==> src/sv/nvse_pkg.sv <==
// Shared types and constants for the numeric value string encoder.
package nvse_pkg;

    // Parse phases, one-hot.
    typedef enum logic [5:0] {
        PH_START = 6'b000001,
        PH_LEAD  = 6'b000010,
        PH_NUM   = 6'b000100,
        PH_DEN0  = 6'b001000,
        PH_DEN   = 6'b010000,
        PH_LARGE = 6'b100000
    } phase_t;

    // Parse state; the finish logic classifies a copy of it taken after the last character.
    typedef struct packed {
        phase_t      phase;
        logic        neg;
        logic [30:0] num;
        logic [30:0] den;
        logic        ovf;
        logic        stray;
        logic [3:0]  sig;
        logic        multi;
        logic        lead_nz;
        logic [5:0]  tz;
    } parse_st_t;

    localparam parse_st_t PARSE_RESET = '{
        phase:   PH_START,
        neg:     1'b0,
        num:     31'd0,
        den:     31'd0,
        ovf:     1'b0,
        stray:   1'b0,
        sig:     4'd0,
        multi:   1'b0,
        lead_nz: 1'b0,
        tz:      6'd0
    };

    localparam logic [7:0] CH_ZERO  = 8'h30;
    localparam logic [7:0] CH_NINE  = 8'h39;
    localparam logic [7:0] CH_MINUS = 8'h2d;
    localparam logic [7:0] CH_SLASH = 8'h2f;

    localparam logic [30:0] MAX31  = 31'h7fffffff;
    localparam logic [5:0]  TZ_MAX = 6'd63;

endpackage

==> src/sv/nvse_in_if.sv <==
// Character channel: one text character per word.
interface nvse_in_if;
    logic       valid;
    logic       ready;
    logic [7:0] char_code;
    logic       last_char;

    modport source (output valid, output char_code, output last_char, input ready);
    modport sink (input valid, input char_code, input last_char, output ready);
endinterface

==> src/sv/nvse_out_if.sv <==
// Result channel: one numeric code and error flag per word.
interface nvse_out_if;
    logic       valid;
    logic       ready;
    logic [9:0] numeric_code;
    logic       bad_value;

    modport source (output valid, output numeric_code, output bad_value, input ready);
    modport sink (input valid, input numeric_code, input bad_value, output ready);
endinterface

==> src/sv/numeric_value_string_encoder.sv <==
// Top level of the numeric value string encoder.
//
// The chars channel takes one ASCII character of a decimal numeric text per
// word: an optional minus sign, digits, and an optional slash with a
// denominator; last_char marks the final character of a text. After the last
// character the codes channel gives one word with the 10-bit numeric code and
// the bad_value error flag; other characters give no word.
// Each accepted character passes an input register, the parse state update
// and, for the last character, a captured copy of the parse state and the
// result register. One character is taken every cycle unless a final
// character waits for room for its result; the rate is set by the single
// parse state update per character.
// Reset clears all valid flags and returns the parser to the start of a text.
// When the receiver stalls, a finished result waits in the output register
// while one more finished text and further characters are still taken; the
// chars channel deasserts ready only once those stages are full.
module numeric_value_string_encoder (
    input  logic       clk,
    input  logic       rst_n,
    nvse_in_if.sink    chars,
    nvse_out_if.source codes
);
    import nvse_pkg::*;

    logic       inr_valid_reg;
    logic       inr_valid_next;
    logic [7:0] inr_char_reg;
    logic       inr_last_reg;
    logic       fin_valid_reg;
    logic       fin_valid_next;
    parse_st_t  fin_reg;
    logic       out_valid_reg;
    logic       out_valid_next;
    logic [9:0] code_reg;
    logic       bad_reg;

    logic       in_take;
    logic       inr_adv;
    logic       out_free;
    logic       fin_free;
    logic       fin_move;
    parse_st_t  post;
    logic [9:0] fin_code;
    logic       fin_bad;

    assign out_free    = !out_valid_reg || codes.ready;
    assign fin_free    = !fin_valid_reg || out_free;
    assign fin_move    = fin_valid_reg && out_free;
    // A non-final character never waits; the final one needs room for its result.
    assign inr_adv     = inr_valid_reg && (!inr_last_reg || fin_free);
    assign chars.ready = !inr_valid_reg || inr_adv;
    assign in_take     = chars.valid && chars.ready;

    nvse_parse u_parse (
        .clk       (clk),
        .rst_n     (rst_n),
        .step      (inr_adv),
        .char_code (inr_char_reg),
        .last_char (inr_last_reg),
        .post      (post)
    );

    nvse_finish u_finish (
        .st           (fin_reg),
        .numeric_code (fin_code),
        .bad_value    (fin_bad)
    );

    always_comb
    begin
        inr_valid_next = in_take || (inr_valid_reg && !inr_adv);
        fin_valid_next = (inr_adv && inr_last_reg) || (fin_valid_reg && !out_free);
        out_valid_next = fin_move || (out_valid_reg && !codes.ready);
    end

    always_ff @(posedge clk or negedge rst_n)
    begin
        if (!rst_n)
        begin
            inr_valid_reg <= 1'b0;
            fin_valid_reg <= 1'b0;
            out_valid_reg <= 1'b0;
        end
        else
        begin
            inr_valid_reg <= inr_valid_next;
            fin_valid_reg <= fin_valid_next;
            out_valid_reg <= out_valid_next;
        end
    end

    always_ff @(posedge clk)
    begin
        if (in_take)
        begin
            inr_char_reg <= chars.char_code;
            inr_last_reg <= chars.last_char;
        end
        if (inr_adv && inr_last_reg)
        begin
            fin_reg <= post;
        end
        if (fin_move)
        begin
            code_reg <= fin_code;
            bad_reg  <= fin_bad;
        end
    end

    assign codes.valid        = out_valid_reg;
    assign codes.numeric_code = code_reg;
    assign codes.bad_value    = bad_reg;

endmodule

==> src/sv/nvse_parse.sv <==
// Character-by-character parse state of the numeric text.
module nvse_parse (
    input  logic                 clk,
    input  logic                 rst_n,
    input  logic                 step,
    input  logic [7:0]           char_code,
    input  logic                 last_char,
    output nvse_pkg::parse_st_t  post
);
    import nvse_pkg::*;

    parse_st_t   state_reg;
    parse_st_t   state_next;
    logic        dig;
    logic [3:0]  d;
    logic [31:0] num_step;
    logic [31:0] den_step;
    logic [5:0]  tz_inc;

    // Multiply by ten and add a digit, saturating at 2^31-1; bit 31 flags overflow.
    function automatic logic [31:0] acc10(input logic [30:0] acc, input logic [3:0] dv);
        logic [34:0] t;
        begin
            t = ({4'd0, acc} << 3) + ({4'd0, acc} << 1) + {31'd0, dv};
            if (t > {4'd0, MAX31})
            begin
                acc10 = {1'b1, MAX31};
            end
            else
            begin
                acc10 = {1'b0, t[30:0]};
            end
        end
    endfunction

    assign dig      = (char_code >= CH_ZERO) && (char_code <= CH_NINE);
    assign d        = dig ? 4'(char_code - CH_ZERO) : 4'd0;
    assign num_step = acc10(state_reg.num, d);
    assign den_step = acc10(state_reg.den, d);
    assign tz_inc   = (state_reg.tz == TZ_MAX) ? state_reg.tz : state_reg.tz + 6'd1;

    always_comb
    begin
        state_next = state_reg;
        if (!state_reg.stray)
        begin
            unique case (state_reg.phase)
                PH_START, PH_LEAD:
                begin
                    if (dig)
                    begin
                        state_next.phase   = PH_NUM;
                        state_next.num     = {27'd0, d};
                        state_next.sig     = d;
                        state_next.lead_nz = (d != 4'd0);
                        state_next.multi   = 1'b0;
                        state_next.tz      = 6'd0;
                    end
                    else if (state_reg.phase == PH_START && char_code == CH_MINUS)
                    begin
                        state_next.neg   = 1'b1;
                        state_next.phase = PH_LEAD;
                    end
                    else
                    begin
                        state_next.stray = 1'b1;
                    end
                end
                PH_NUM:
                begin
                    if (dig)
                    begin
                        state_next.num = num_step[30:0];
                        state_next.ovf = state_reg.ovf | num_step[31];
                        if (d != 4'd0)
                        begin
                            if (state_reg.sig == 4'd0)
                            begin
                                state_next.sig = d;
                            end
                            else
                            begin
                                state_next.multi = 1'b1;
                            end
                            state_next.tz = 6'd0;
                        end
                        else if (state_reg.sig != 4'd0)
                        begin
                            state_next.tz = tz_inc;
                            // A nonzero lead digit followed by two zeros switches to the
                            // large form, where only zeros may follow.
                            if (state_reg.lead_nz && !state_reg.multi && tz_inc >= 6'd2)
                            begin
                                state_next.phase = PH_LARGE;
                            end
                        end
                    end
                    else if (char_code == CH_SLASH)
                    begin
                        state_next.phase = PH_DEN0;
                    end
                    else
                    begin
                        state_next.stray = 1'b1;
                    end
                end
                PH_DEN0:
                begin
                    if (dig)
                    begin
                        state_next.phase = PH_DEN;
                        state_next.den   = {27'd0, d};
                    end
                    else
                    begin
                        state_next.stray = 1'b1;
                    end
                end
                PH_DEN:
                begin
                    if (dig)
                    begin
                        state_next.den = den_step[30:0];
                        state_next.ovf = state_reg.ovf | den_step[31];
                    end
                    else
                    begin
                        state_next.stray = 1'b1;
                    end
                end
                PH_LARGE:
                begin
                    if (char_code == CH_ZERO)
                    begin
                        state_next.tz = tz_inc;
                    end
                    else
                    begin
                        state_next.stray = 1'b1;
                    end
                end
                default:
                begin
                    state_next.stray = 1'b1;
                end
            endcase
        end
    end

    assign post = state_next;

    always_ff @(posedge clk or negedge rst_n)
    begin
        if (!rst_n)
        begin
            state_reg <= PARSE_RESET;
        end
        else if (step)
        begin
            state_reg <= last_char ? PARSE_RESET : state_next;
        end
    end

endmodule

==> src/sv/nvse_finish.sv <==
// Classification of a completed parse into the numeric code and error flag.
module nvse_finish (
    input  nvse_pkg::parse_st_t st,
    output logic [9:0]          numeric_code,
    output logic                bad_value
);
    import nvse_pkg::*;

    localparam logic [30:0] SMALL_MAX  = 31'd154;
    localparam logic [9:0]  SMALL_BASE = 10'd21;
    localparam logic [9:0]  CODE_100   = 10'd121;

    logic       err;
    logic [3:0] den_m1;

    function automatic logic [9:0] large_code(input logic [3:0] m, input logic [5:0] e);
        begin
            large_code = (({6'd0, m} + 10'd14) << 5) + ({4'd0, e} - 10'd2);
        end
    endfunction

    assign err = st.stray || st.ovf || (st.phase == PH_DEN0) ||
                 (st.phase == PH_DEN && st.den == 31'd0);
    assign den_m1 = 4'(st.den - 31'd1);

    always_comb
    begin
        numeric_code = 10'd0;
        if (!err)
        begin
            if (st.phase == PH_LARGE)
            begin
                if (!st.neg)
                begin
                    if (st.tz == 6'd2 && st.sig == 4'd1)
                    begin
                        numeric_code = CODE_100;
                    end
                    else if (st.tz >= 6'd2 && st.tz <= 6'd33)
                    begin
                        numeric_code = large_code(st.sig, st.tz);
                    end
                end
            end
            else if (st.phase == PH_DEN)
            begin
                if (st.den >= 31'd1 && st.den <= 31'd16)
                begin
                    if (st.neg)
                    begin
                        if (st.num <= 31'd1)
                        begin
                            numeric_code = {2'b00, 4'd12 - {3'd0, st.num[0]}, den_m1};
                        end
                    end
                    else if (st.num <= 31'd17)
                    begin
                        numeric_code = {1'b0, 5'(st.num[4:0] + 5'd12), den_m1};
                    end
                end
            end
            else if (!(st.neg && st.num != 31'd0))
            begin
                if (st.num <= SMALL_MAX)
                begin
                    numeric_code = SMALL_BASE + st.num[9:0];
                end
                // One significant digit followed by at least two zeros.
                else if (st.sig != 4'd0 && !st.multi && st.tz >= 6'd2)
                begin
                    numeric_code = large_code(st.sig, st.tz);
                end
            end
        end
    end

    assign bad_value = err;

endmodule
==> src/flat_wrapper.sv <==
// flat-port wrapper written by rule: the top's interface ports become plain ports
module numeric_value_string_encoder_flat import nvse_pkg::*;
  (clk, rst_n, chars_valid, chars_char_code, chars_last_char, chars_ready, codes_valid, codes_numeric_code, codes_bad_value, codes_ready);
  nvse_in_if chars_i ();
  nvse_out_if codes_i ();
  input  logic clk;
  input  logic rst_n;
  input wire logic [$bits(chars_i.valid)-1:0] chars_valid;
  input wire logic [$bits(chars_i.char_code)-1:0] chars_char_code;
  input wire logic [$bits(chars_i.last_char)-1:0] chars_last_char;
  output wire logic [$bits(chars_i.ready)-1:0] chars_ready;
  output wire logic [$bits(codes_i.valid)-1:0] codes_valid;
  output wire logic [$bits(codes_i.numeric_code)-1:0] codes_numeric_code;
  output wire logic [$bits(codes_i.bad_value)-1:0] codes_bad_value;
  input wire logic [$bits(codes_i.ready)-1:0] codes_ready;
  assign chars_i.valid = chars_valid;
  assign chars_i.char_code = chars_char_code;
  assign chars_i.last_char = chars_last_char;
  assign chars_ready = chars_i.ready;
  assign codes_valid = codes_i.valid;
  assign codes_numeric_code = codes_i.numeric_code;
  assign codes_bad_value = codes_i.bad_value;
  assign codes_i.ready = codes_ready;
  numeric_value_string_encoder u_core (.clk(clk), .rst_n(rst_n), .chars(chars_i), .codes(codes_i));
endmodule
==> config.mk <==
export PLATFORM = sky130hd
export DESIGN_NAME = numeric_value_string_encoder_flat
export DESIGN_NICKNAME = d
export VERILOG_FILES = /design/src/sv/nvse_pkg.sv /design/src/sv/nvse_in_if.sv /design/src/sv/nvse_out_if.sv /design/src/sv/numeric_value_string_encoder.sv /design/src/sv/nvse_parse.sv /design/src/sv/nvse_finish.sv /design/src/flat_wrapper.sv
export SDC_FILE = /design/constraint.sdc
export NUM_CORES = 1
export LEC_CHECK = 0
export BUFFER_PORTS_ARGS = -buffer_cell sky130_fd_sc_hd__clkbuf_2
export CAP_MARGIN = 20
export CELL_PAD_IN_SITES_DETAIL_PLACEMENT = 1
export CELL_PAD_IN_SITES_GLOBAL_PLACEMENT = 1
export CORE_MARGIN = 3
export CORE_UTILIZATION = 45
export DETAILED_ROUTE_END_ITERATION = 8
export GPL_TIMING_DRIVEN = 0
export PLACE_DENSITY_LB_ADDON = 0.1
export SETUP_SLACK_MARGIN = 0.05
export SYNTH_ARGS = -nofsm -noshare
export SYNTH_HDL_FRONTEND = slang
export SYNTH_SLANG_ARGS = --single-unit
==> constraint.sdc <==
create_clock -name clk -period 4.35 [get_ports clk]
set_input_delay 0.87 -clock clk [delete_from_list [all_inputs] [get_ports clk]]
set_output_delay 0.87 -clock clk [all_outputs]
set_load 0.01 [all_outputs]
Yosys cells after proc, flatten, opt, wreduce, memory -nomap -nowiden
Cells that the tools add are included.
{"block": "op_classes", "add_sub_neg": 13, "n_lt_le_gt_ge": 12, "eq_ne": 16, "muxes": 56, "bitwise_logic": 2, "reduce_logical": 48}
{"cell": "two-way mux 83 bit", "n": 2}
{"cell": "one-hot mux 31 bit (2 select lines)", "n": 2}
{"cell": "two-way mux 10 bit", "n": 10}
{"cell": "two-way mux 32 bit", "n": 3}
{"cell": "two-way mux 31 bit", "n": 3}
{"cell": "two-way mux 6 bit", "n": 12}
{"cell": "adder 34 x 32 -> 35 bit", "n": 2}
{"cell": "adder 35 x 4 -> 35 bit", "n": 2}
{"cell": "greater-than comparator 35 x 31 -> 1 bit (second input constant)", "n": 2}
{"cell": "<= comparator 31 x 5 -> 1 bit (second input constant)", "n": 2}
{"cell": "one-hot mux 6 bit (3 select lines)", "n": 2}
{"cell": ">= comparator 31 x 1 -> 1 bit (second input constant)", "n": 1}
{"cell": "<= comparator 31 x 1 -> 1 bit (second input constant)", "n": 1}
{"cell": "<= comparator 31 x 8 -> 1 bit (second input constant)", "n": 1}
{"cell": "logical NOT 31 bit", "n": 1}
{"cell": "nonzero test 31 bit", "n": 1}
{"cell": "== test 8 x 6 -> 1 bit (second input constant)", "n": 3}
{"cell": "== test 6 bit (second input constant)", "n": 3}
{"cell": "logical AND 1 bit", "n": 18}
{"cell": "== test 6 x 2 -> 1 bit (second input constant)", "n": 2}
{"cell": "== test 6 x 4 -> 1 bit (second input constant)", "n": 2}
{"cell": "== test 6 x 5 -> 1 bit (second input constant)", "n": 2}
{"cell": ">= comparator 6 x 2 -> 1 bit (second input constant)", "n": 2}
{"cell": "two-way mux 12 bit", "n": 1}
{"cell": "32 further kinds", "n": 67}
{"block": "totals", "ff_bits": 188, "in_bits": 13, "out_inout_bits": 13, "word_cells": 173}

Depth between registers and ports, before layout
{"block": "logic_depth", "depth_word": 11, "depth_mapped": 19, "depth_no_buf": 16}

By module
A second synthesis with hierarchy kept.
{"block": "unflattened", "cells_unflattened": 1542, "area_unflattened_um2": 13793.2}
{"module": "nvse_parse", "n_inst": 1, "cells_each": 1221, "area_per_inst_um2": 9153.8, "seq_area_each_um2": 2078.2}
{"module": "numeric_value_string_encoder", "n_inst": 1, "cells_each": 119, "area_per_inst_um2": 3253.1, "seq_area_each_um2": 3168.0}
{"module": "nvse_finish", "n_inst": 1, "cells_each": 202, "area_per_inst_um2": 1386.3, "seq_area_each_um2": 0.0}

Worst setup path before layout
Ideal clock, no wire load.
{"block": "synth_path", "path_kind": "flip-flop to flip-flop", "start": "register u_core.inr_char_reg[1]", "end": "register u_core.fin_reg[42] in the netlist's numbering (data pin)", "setup_time_ns": 0.158, "arrival_time_ns": 3.992, "required_ns": 4.192, "path_slack_ns": 0.200, "stages_incl_launch_ff": 20, "path_buffers": 3, "period_less_slack_ns": 4.150, "cell_sequence": "edfxtp_1 > or2_1 > a21oi_1 > clkbuf_1 > and2_1 > ha_1 > ha_1 > inv_1 > fa_1 > nor2b_1 > o2111ai_1 > a211oi_1 > nor2_1 > o21ai_1 > a21boi_1 > o2111ai_2 > buf_6 > buf_6 > nand2_1 > o211ai_1"}
{"item": "start: declaration", "line_no": "numeric_value_string_encoder.sv:27", "rtl": "logic [7:0] inr_char_reg;"}
{"item": "start signal: assignment", "line_no": "numeric_value_string_encoder.sv:96", "rtl": "inr_char_reg <= chars.char_code;"}
{"item": "end signal: assignment", "line_no": "numeric_value_string_encoder.sv:101", "rtl": "fin_reg <= post;"}
{"item": "end: declaration", "line_no": "numeric_value_string_encoder.sv:31", "rtl": "parse_st_t fin_reg;"}

==> results.py <==
metrics = {
    "run_status": {
        "status": "finished, final reports clean",
    },
    "synthesis": {
        "syn-num-nets": 1648,
        "ys.flop_type": "edfxtp_1",
        "syn-instance-count": 1493,
        "synth_edf_count": 102,
        "ys_warn_count": 0,
        "async_flop_share": 0.457,
        "synth_area_per_cell_um2": 9.11,
        "syn_area_um2": 13600,
        "ys_seq_elements": 188,
        "synth.distinct_cells": 92,
        "seq_area_frac_synth": 0.384,
    },
    "clocking": {
        "htree_num_levels": 4,
        "cts_buffers": 17,
        "cts_tree": "built",
        "clockBufferDepth": 2,
        "clkTransAtPathRegs_ps": 80,
        "cts_sinks": 188,
        "ctsRootBufferMaster": "clkbuf_16",
        "worstSkewPairLatency_ps": 450,
    },
    "job": {
        "cap_viol_max_count": 0,
    },
    "floorplanning": {
        "dieArea_um2": 32300,
        "fp.coreArea_um2": 29700,
        "die_x_um": 180,
        "rows": 63,
        "die_h_um": 180,
        "initial_core_util": 0.458,
        "ios": 26,
    },
    "sta": {
        "fmax_mhz": 230,
        "setup_ws_ps": 6.07,
        "fin_crit_sh": 0.999,
        "relSlewSlack": 0.272,
        "setup_viol": 0,
        "grt_setup_unrepaired": "yes",
        "finalClockSkew_ps": 23.0,
        "hold_viol": 0,
        "slew_viol_final": 0,
        "fin_crit_ps": 4340,
        "worst_pin_slew_ps": 1060,
    },
    "placed_design": {
        "post-place-cells": 1910,
        "place_ws_ps": -1870,
        "gp_congestion": 0.879,
        "port_buffers": 25,
        "dpl.hpwl_um": 31200,
    },
    "setup_path": {
        "crit_path_end": "u_core.fin_reg[46]$_DFFE_PP_",
        "cp-startpoint": "u_core.inr_char_reg[6]$_DFFE_PP_",
        "crit_arrival_ps": 4540,
        "cp_max_fo": 7,
        "reg2regPathDepth": 19,
        "path_class": "reg -> reg",
        "start_kind": "flop",
        "end_kind": "flop",
        "r2r_start": "u_core.inr_char_reg[6]$_DFFE_PP_",
        "rr_endpoint": "u_core.fin_reg[46]$_DFFE_PP_",
        "crit_required_ps": 4550,
        "r2r_slack_ps": 6,
    },
    "finish": {
        "layout-drive-gt1-share": 0.169,
        "diodes": 0,
        "layout.nets": 1733,
        "layout_common_cells": "nand2_1 (202), ha_1 (132), o21ai_0 (106)",
        "synthToLayoutAreaGrowth_pct": 18.9,
        "fin_cells": 1981,
        "mostFrequentLayoutCell": "nand2_1",
        "largest_reg_flops": 83,
    },
    "routing": {
        "num_vias": 12100,
        "wl_per_cell_um": 21.5,
        "first_iter_violations": 890,
        "vias_per_cell": 6.11,
        "drcViolationCount": 0,
        "wl_um": 42600,
        "ant_nets": 0,
        "dr.pass1.iters": 6,
    },
    "power": {
        "vdd_drop_max_mv": 0.256,
        "power_leakage_nw": 6.99,
        "power.density_nw_per_um2": 255,
    },
    "global_route": {
        "grt_pass1_vias": 12600,
        "grt_max_degree": 58,
        "overflow": 0,
        "grt_pass1_wl_um": 68800,
        "grt_usage": 0.261,
        "grt_antenna_before_repair": 0,
    },
    "min_path": {
        "hold_class": "in -> async",
    },
}
-- stage by stage --
step | utilization | area (µm²) | hold slack [ps] | power [mW] | setup TNS (ps)
6_report | 0.544 | 16200 | 396 | 4.13 | 0
4_1_cts | 0.527 | 15700 | 417 | 4.09 | 0
5_1_grt | 0.544 | 16200 | 429 | 4.28 | -2210
2_1_floorplan | - | 13600 | 466 | 2.31 | 0
3_5_place_dp | 0.480 | 14300 | 506 | 2.48 | -171660
3_3_place_gp | 0.478 | 14200 | 479 | 2.46 | -228970
-- where the power goes --
group          internal, mW  switching, mW  total, mW  leakage, nW
logic                 0.185          0.332      0.517         4.53
registers              1.95         0.0657       2.02         2.16
clock network         0.777          0.820       1.60        0.289
total                  2.91           1.22       4.13         6.99
-- routing by layer --
layer / GRT usage / wire length, µm / up-vias / share of wire
met3: 0.0358 / 1330 / 67 / 0.031
met4: 0.0653 / 995 / 0 / 0.023
met2: 0.452 / 21100 / 219 / 0.50
met5: 0 / 0 / - / 0
li1: - / - / 5722 / -
met1: 0.345 / 19200 / 6089 / 0.45
-- how the worst min path moves through the flow --
stage	cells after the start	endpoint	slack, ps	from
3_5_place_dp	1	u_core.u_parse.state_reg[6]$_DFFE_PN0P_	510	u_core.u_parse.state_reg[6]$_DFFE_PN0P_
6_report	1	u_core.u_parse.state_reg[5]$_DFFE_PN0P_	400	rst_n
5_1_grt	1	u_core.u_parse.state_reg[5]$_DFFE_PN0P_	430	rst_n
4_1_cts	1	u_core.u_parse.state_reg[5]$_DFFE_PN0P_	420	rst_n
3_3_place_gp	1	u_core.u_parse.state_reg[6]$_DFFE_PN0P_	480	u_core.u_parse.state_reg[6]$_DFFE_PN0P_
2_1_floorplan	1	u_core.u_parse.state_reg[6]$_DFFE_PN0P_	470	u_core.u_parse.state_reg[6]$_DFFE_PN0P_
-- worst max-delay path: stages (launching register included) --
cell	delay [ps]
edfxtp_1	410
nand4bb_4	360
a21oi_4	210
clkbuf_8	150
and2_4	180
ha_4	140
ha_4	130
inv_2	40
fa_2	390
nor2b_4	160
o2111ai_4	130
a21bo_4	290
a211oi_4	260
nor3_2	80
xor2_1	220
nand4_4	260
buf_8	230
buf_6	130
o31ai_4	200
a21oi_2	100
-- synthesized netlist by cell type (12+ instances only) --
| cell type | number | area share |
|---|---|---|
| o21ai_1 | 23 | 0.0085 |
| xnor2_1 | 32 | 0.021 |
| nand4_1 | 19 | 0.0087 |
| a22o_1 | 25 | 0.016 |
| nor3_1 | 33 | 0.012 |
| nand3_1 | 23 | 0.0085 |
| o21ai_0 | 129 | 0.047 |
| a31oi_1 | 14 | 0.0064 |
| a211oi_1 | 15 | 0.0083 |
| dfrtp_1 | 85 | 0.16 |
| nor4_1 | 17 | 0.0078 |
| inv_1 | 35 | 0.0097 |
| nor2_1 | 124 | 0.034 |
| xor2_1 | 33 | 0.021 |
| ha_1 | 139 | 0.13 |
| edfxtp_1 | 102 | 0.23 |
| a21o_1 | 35 | 0.019 |
| o21a_1 | 17 | 0.0094 |
| nand2b_1 | 18 | 0.0083 |
| buf_2 | 15 | 0.0055 |
| nand2_1 | 206 | 0.057 |
| and2_1 | 13 | 0.0060 |
| o21bai_1 | 12 | 0.0066 |
| clkbuf_1 | 44 | 0.012 |
| a21oi_1 | 99 | 0.036 |
-- cells by family after synthesis --
logic type / after synthesis / share of synthesized area
muxes: 6 / 0.00451
AOI/OAI and AO/OA: 465 / 0.222
adders and majority gates: 142 / 0.132
buffers and inverters: 98 / 0.0302
xor gates and xnor gates: 65 / 0.0419
DFF: 188 / 0.384
and+or+nand+nor: 529 / 0.185
-- area by class of cell --
type                            instances  area, µm²
Buffer                                 60        312
Sequential cell                       188       5220
Fill cell                            3393      13500
Timing Repair Buffer                   69        572
Inverter                               35        134
Tap cell                              390        488
Clock buffer                           17        425
Multi-Input combinational cell       1207       8860
Clock inverter                         15        169
-- repair_timing --
| action | 4_1_cts | 5_1_grt |
|---|---|---|
| cloned | 2 | 0 |
| hold buffers | 0 | 0 |
| pin swaps | 28 | 41 |
| resized for setup | 127 | 101 |
| endpoints found under the hold margin | 0 | 0 |
| setup buffers | 29 | 8 |
| setup endpoints to repair | 126 | 116 |
Note: power is estimated with default switching activity, not from simulation.
